--- config.mk ---
export PLATFORM = sky130hd
export DESIGN_NAME = ddq_chain
export DESIGN_NICKNAME = d
export VERILOG_FILES = /design/src/hdl/ddq_pkg.sv /design/src/hdl/ddq_cell.sv /design/src/hdl/ddq_chain.sv
export SDC_FILE = /design/constraint.sdc
export NUM_CORES = 2
export LEC_CHECK = 0
export ABC_CLOCK_PERIOD_IN_PS = 3450
export BUFFER_PORTS_ARGS = -buffer_cell sky130_fd_sc_hd__buf_2
export CORE_UTILIZATION = 60
export DETAILED_ROUTE_END_ITERATION = 6
export PLACE_DENSITY_LB_ADDON = 0.15
export REMOVE_ABC_BUFFERS = 1
export SYNTH_ARGS = -nofsm -noshare
export SYNTH_HDL_FRONTEND = slang
export SYNTH_HIERARCHICAL = 1
export SYNTH_SLANG_ARGS = --single-unit
--- constraint.sdc ---
create_clock -name i_clk -period 3.45 [get_ports i_clk]
set_input_delay 0.5175 -clock i_clk [delete_from_list [all_inputs] [get_ports i_clk]]
set_output_delay 0.5175 -clock i_clk [all_outputs]
set_load 0.005 [all_outputs]
--- src/hdl/ddq_pkg.sv ---
// ----------------------------------------------------------------------------
// ddq_pkg
// Shared types and constants of the double-ended queue: the transaction
// payloads on both channels, the operation and status codes, and the control
// group that drives one storage chain.
// ----------------------------------------------------------------------------
package ddq_pkg;

    localparam int DEPTH_DEFAULT = 64;

    localparam int VALUE_W = 32;
    localparam int ECNT_W  = 7;

    localparam logic KIND_PUSH  = 1'b0;
    localparam logic KIND_POP   = 1'b1;
    localparam logic SIDE_FRONT = 1'b0;
    localparam logic SIDE_BACK  = 1'b1;

    localparam logic [1:0] ST_DONE  = 2'd0;
    localparam logic [1:0] ST_EMPTY = 2'd1;
    localparam logic [1:0] ST_FULL  = 2'd2;

    typedef struct packed {
        logic                      kind;
        logic                      side;
        logic signed [VALUE_W-1:0] push_value;
    } t_in_item;

    typedef struct packed {
        logic signed [VALUE_W-1:0] pop_value;
        logic [1:0]                status;
        logic                      is_empty;
        logic [ECNT_W-1:0]         entry_count;
    } t_out_item;

    // One chain keeps the queue with its own end at cell 0. push_head shifts
    // every cell one place away from cell 0 and loads the new value there;
    // pop_head shifts toward cell 0; push_tail writes the cell just past the
    // last held entry.
    typedef struct packed {
        logic push_head;
        logic pop_head;
        logic push_tail;
    } t_chain_ctl;

endpackage

--- src/hdl/ddq_cell.sv ---
// ----------------------------------------------------------------------------
// ddq_cell
// One storage cell of a chain: holds a single entry and takes its next value
// from the left neighbor, the right neighbor or the broadcast write value.
// ----------------------------------------------------------------------------
module ddq_cell (
    input  logic                                 i_clk,
    input  ddq_pkg::t_chain_ctl                  i_ctl,
    input  logic                                 i_load,
    input  logic signed [ddq_pkg::VALUE_W-1:0]   i_load_value,
    input  logic signed [ddq_pkg::VALUE_W-1:0]   i_from_left,
    input  logic signed [ddq_pkg::VALUE_W-1:0]   i_from_right,
    output logic signed [ddq_pkg::VALUE_W-1:0]   o_value
);
    import ddq_pkg::*;

    logic signed [VALUE_W-1:0] r_value;
    logic signed [VALUE_W-1:0] n_value;

    always_comb begin
        n_value = r_value;
        if (i_load) begin
            n_value = i_load_value;
        end else if (i_ctl.push_head) begin
            n_value = i_from_left;
        end else if (i_ctl.pop_head) begin
            n_value = i_from_right;
        end
    end

    always_ff @(posedge i_clk) begin
        r_value <= n_value;
    end

    assign o_value = r_value;

endmodule

--- src/hdl/ddq_chain.sv ---
// ----------------------------------------------------------------------------
// ddq_chain
// A row of DEPTH cells holding the queue with one end at cell 0. Shifts move
// every cell to its neighbor; a tail write is decoded per cell against the
// current fill count.
// ----------------------------------------------------------------------------
module ddq_chain #(
    parameter int DEPTH = ddq_pkg::DEPTH_DEFAULT
) (
    input  logic                                 i_clk,
    input  ddq_pkg::t_chain_ctl                  i_ctl,
    input  logic [$clog2(DEPTH+1)-1:0]           i_count,
    input  logic signed [ddq_pkg::VALUE_W-1:0]   i_value,
    output logic signed [ddq_pkg::VALUE_W-1:0]   o_head
);
    import ddq_pkg::*;

    localparam int CNT_W = $clog2(DEPTH + 1);

    logic signed [VALUE_W-1:0] cell_q [DEPTH];

    for (genvar g = 0; g < DEPTH; g++) begin : g_cell
        logic signed [VALUE_W-1:0] from_left;
        logic signed [VALUE_W-1:0] from_right;
        logic                      load;

        if (g == 0) begin : g_first
            assign from_left = i_value;
        end else begin : g_mid_l
            assign from_left = cell_q[g-1];
        end

        if (g == DEPTH - 1) begin : g_last
            assign from_right = cell_q[g];
        end else begin : g_mid_r
            assign from_right = cell_q[g+1];
        end

        // The cell just past the held entries takes a write at the far end.
        assign load = i_ctl.push_tail && (i_count == CNT_W'(g));

        ddq_cell u_cell (
            .i_clk        (i_clk),
            .i_ctl        (i_ctl),
            .i_load       (load),
            .i_load_value (i_value),
            .i_from_left  (from_left),
            .i_from_right (from_right),
            .o_value      (cell_q[g])
        );
    end

    assign o_head = cell_q[0];

endmodule

## Yosys cells after proc, flatten, opt, wreduce, memory -nomap -nowiden

Cells that the tools add are included.

- Mux-type cells: 191
- Equality and inequality tests: 63
- Reductions and logical operators: 129

Operators with widths:

| operator | number |
|---|---|
| 32-bit two-way mux | 191 |
| 7-bit by 6-bit == test with 1-bit output (second input constant) | 32 |
| 3-bit nonzero test | 63 |
| 7-bit by 5-bit == test with 1-bit output (second input constant) | 16 |
| 1-bit logical AND | 64 |
| 7-bit by 4-bit == test with 1-bit output (second input constant) | 8 |
| 7-bit by 3-bit == test with 1-bit output (second input constant) | 4 |
| 7-bit by 2-bit == test with 1-bit output (second input constant) | 2 |
| 7-bit by 1-bit == test with 1-bit output (second input constant) | 1 |
| 7-bit logical NOT | 1 |
| 2-bit nonzero test | 1 |

- Input bits: 43
- Word-level logic and storage cells: 447
- Output and inout port bits: 32
- Register bits after elaboration: 2048

## Longest topological paths before layout

- Word-level depth: 3
- Mapped depth: 9
- Gate-level depth less buffers: 4

## Hierarchy

The synthesis kept the hierarchy.

Modules (own cells, without submodules):

| module | area each (um^2) | sequential area each (um^2) | cells an instance | times used |
|---|---|---|---|---|
| ddq_cell | 1672.9 | 960.9 | 140 | 64 |
| ddq_chain | 579.3 | 0.0 | 103 | 1 |

## Worst setup path after synthesis

Ideal clock, no wire load.

- Kind: input port to flip-flop
- Start point: input i_count[4]
- End point: register g_cell[5].u_cell.r_value[0], enable pin
- Setup time: 0.390 ns
- Arrival: 2.546 ns
- Stages on the path: 7
- Required time: 3.060 ns
- Path buffers: 4
- Setup slack: 0.514 ns
- Path through: buf_2 > or4b_1 > buf_2 > buf_6 > nor3_4 > buf_2 > or3_1

- Word-level cells in the longest chain between the ends: 3

Ends and longest elaborated chain:

| item | line | source |
|---|---|---|
| start, declared | ddq_chain.sv:12 | `input logic [$clog2(DEPTH+1)-1:0] i_count,` |
| 7-bit by 3-bit == test with 1-bit output | ddq_chain.sv:40 | `assign load = i_ctl.push_tail && (i_count == CNT_W'(g));` |
| 1-bit logical AND | ddq_chain.sv:40 |  |
| named net g_cell[5].load | ddq_chain.sv:25 | `logic load;` |
| 3-bit nonzero test (no source line) | n/a |  |
| end signal, assigned | ddq_cell.sv:32 | `r_value <= n_value;` |
| end, declared | ddq_cell.sv:17 | `logic signed [VALUE_W-1:0] r_value;` |

The timed path passes the listed nets, and every way through them passes these cells.
A chain may end at the register's enable or synchronous reset.

## Worst setup path in the final report

- Start point: input i_count[1]
- End point: register g_cell[24].u_cell.r_value[30], data pin

- Word-level cells in the longest chain between the ends: 3

Ends and longest elaborated chain:

| item | line | source |
|---|---|---|
| 7-bit by 5-bit == test with 1-bit output | ddq_chain.sv:40 |  |
| 1-bit logical AND | ddq_chain.sv:40 |  |
| named net g_cell[24].load | ddq_chain.sv:25 |  |
| 32-bit two-way mux | ddq_cell.sv:22 | `if (i_load) begin` |
| named net g_cell[24].u_cell.n_value[30] | ddq_cell.sv:18 | `logic signed [VALUE_W-1:0] n_value;` |
| end signal, assigned | ddq_cell.sv:32 |  |
| end, declared | ddq_cell.sv:17 |  |

The timed path passes the listed nets, and every way through them passes these cells.

==> flow_summary.json <==
{
  "rr_worst_depth": 2,
  "clock_sinks": 2048,
  "multi_input_area_um2": 39800,
  "netlist_instances": 9063,
  "rsz0062_at_grt": "false",
  "max_freq_mhz": 466,
  "regArea_um2": 61500,
  "irDropWorstVdd_mv": 0.467,
  "crit_type": "primary input to flip-flop",
  "rr_startpoint": "g_cell[7].u_cell/o_value[6]",
  "finalHoldViolCount": 0,
  "status": "finished, violations left",
  "clkLatencyLatePin_ns": 0.84,
  "rrSetupSlack_ns": 2.41,
  "die_w_um": 426,
  "grt_pass1_vias": 68800,
  "cp-end-kind": "flip-flop",
  "grt_pass1_wl_um": 408000,
  "routed_wl_um": 264000,
  "drt_iter0_markers": 7645,
  "crit_fanout": 64,
  "via_per_inst": 6.02,
  "vias": 69000,
  "final_layout_size_suffix_gt1_frac": 0.0752,
  "netlist_area_um2": 108000,
  "postCtsSetupBuffers": 0,
  "setup-violations-final": 0,
  "maxSlewViolCount": 0,
  "grt_use_total": 0.288,
  "startpoint": "i_count[1]",
  "reg2reg_to": "g_cell[8].u_cell/o_value[6]",
  "setup_tns_ns": 0,
  "cts_resized": 0,
  "antenna_found_initial": 10,
  "yosysUniqueCellTypes": 22,
  "clockRootBuffer": "clkbuf_16",
  "whs_endpoint": "g_cell[59].u_cell/o_value[19]",
  "final_util": 0.641,
  "worstPathArrival_ns": 2.70,
  "min_period_ns": 2.14,
  "h-tree-depth": 4,
  "yosysSeqAreaShare": 0.571,
  "relSlewSlack": 0.248,
  "core_um2": 178000,
  "skew_ns": 0.0302,
  "place.gp.congestion": 0.829,
  "violations": "design-rule violations",
  "yosysWarnings": 6,
  "required_ns": 4.00,
  "ys_seq_elements": 2048,
  "clkTransAtPathRegs_ns": 0.06,
  "hold_start": "i_value[19]",
  "holdPathStages": 3,
  "nets": 8952,
  "start_util": 0.604,
  "die_height_um": 426,
  "fillers": 13400,
  "timing.final.crit_share": 0.622,
  "max_cap_viol_count": 0,
  "largest_reg_flops": 2048,
  "remaining_drc_errors": 4,
  "grt_start_max_net_pins": 109,
  "detail_route.wl_per_cell_um": 23.0,
  "p_leak_uw": 0.0423,
  "syn2layout_area_growth_pct": 6.20,
  "rows": 155,
  "cts_tree": "built",
  "powerDensity_nw_per_um2": 587,
  "dieArea_um2": 181000,
  "grt-ovfl-total": 0,
  "dr.pass1.iters": 7,
  "worstMarginPinSlew_ns": 1.13,
  "num_io_pins": 75,
  "hp-class": "primary input to flip-flop",
  "cts_inserted_buffers": 213,
  "ctsHoldBuffers": 0,
  "post-dp-hpwl_um": 173000,
  "antenna_left": 0,
  "io_buffers": 74,
  "crit_path_start_kind": "primary input",
  "clk_path_buf_depth": 3,
  "postSynthAreaPerCell_um2": 11.9
}
worst max-delay path by stage:
stage / to / slack (ns) / depth (start not counted)
after floorplan: g_cell[1].u_cell/o_value[0] / -3.73 / 3
after global placement: g_cell[24].u_cell/o_value[30] / 0.52 / 6
after detailed placement: g_cell[16].u_cell/o_value[31] / 0.48 / 6
after CTS: g_cell[24].u_cell/o_value[30] / 1.38 / 6
after global routing: g_cell[40].u_cell/o_value[30] / 1.22 / 6
final: g_cell[24].u_cell/o_value[30] / 1.31 / 6
layout by cell type (no fill, tap or decap):
cell,instances
inv_6,5
clkinv_4,1
or4b_2,4
o21ai_0,128
mux2i_1,2048
o21ai_1,1920
clkinv_8,4
nor4_2,4
bufinv_16,5
or4b_1,1
buf_4,206
nand4bb_1,9
diode_2,6
clkinvlp_4,1
clkbuf_1,61
clkbuf_16,219
nor2_4,57
clkinv_1,67
buf_2,49
nand4_1,1
nor3_2,2
nand4b_1,6
nor3_4,1
or3_1,64
nand2_1,2049
edfxtp_1,2048
or4_1,1
or4bb_1,1
buf_12,92
clkinv_2,34
nand2b_1,3
per-stage QoR:
step	setup WS [ns]	cells	area, um2	power, uW	hold WS (ns)
floorplan	-3.73	8347	101000	41300	0.587
global placement	0.522	11000	108000	45500	0.600
finish	1.31	11500	114000	67200	0.121
CTS	1.38	11400	114000	67500	0.0561
detailed placement	0.479	11000	108000	46100	0.612
global route	1.22	11500	114000	69700	0.0948
cell type report:
type,count,area share
Sequential cell,2048,0.538
Multi-Input combinational cell,6299,0.348
Clock buffer,280,0.0499
Timing Repair Buffer,347,0.0318
Tap cell,2355,0.0258
Clock inverter,117,0.00610
Antenna cell,6,0.000131
cell usage after synthesis (all sizes together):
cell type,instances,area [um2]
nand2,2049,7690
edfxtp,2048,61500
mux2i,2048,20500
o21ai,2048,10200
buf,644,6520
clkbuf,72,270
or3,64,400
nor2,57,214
nand4bb,9,101
nand4b,6,52.6
or4b,5,50.1
nor4,4,25.0
nand2b,3,18.8
nor3,3,26.3
nand4,1,6.26
or4,1,7.51
or4bb,1,11.3
power breakdown:
part           switching, uW  internal [uW]
combinational           4520           3770
sequential              3610          33700
clock                   9620          11900
cell families after synthesis:
kind of cell | count (synthesis) | share of synthesized area
and+or+nand+nor | 2203 | 0.0799
AOI/OAI and AO/OA | 2048 | 0.0952
muxes | 2048 | 0.190
DFF | 2048 | 0.571
buffers and inverters | 716 | 0.0631
metal layers:
layer	share of wire	GRT usage
met1	0.40	0.386
met2	0.50	0.486
met3	0.064	0.0373
met4	0.029	0.0911
met5	0.000099	0
critical path, stage by stage:
cell     delay, ns
buf_2         0.10
buf_4         0.17
or4b_2        0.92
nor2_4        0.22
buf_4         0.52
o21ai_0       0.19
No activity file was read; power rests on OpenSTA's default activity.
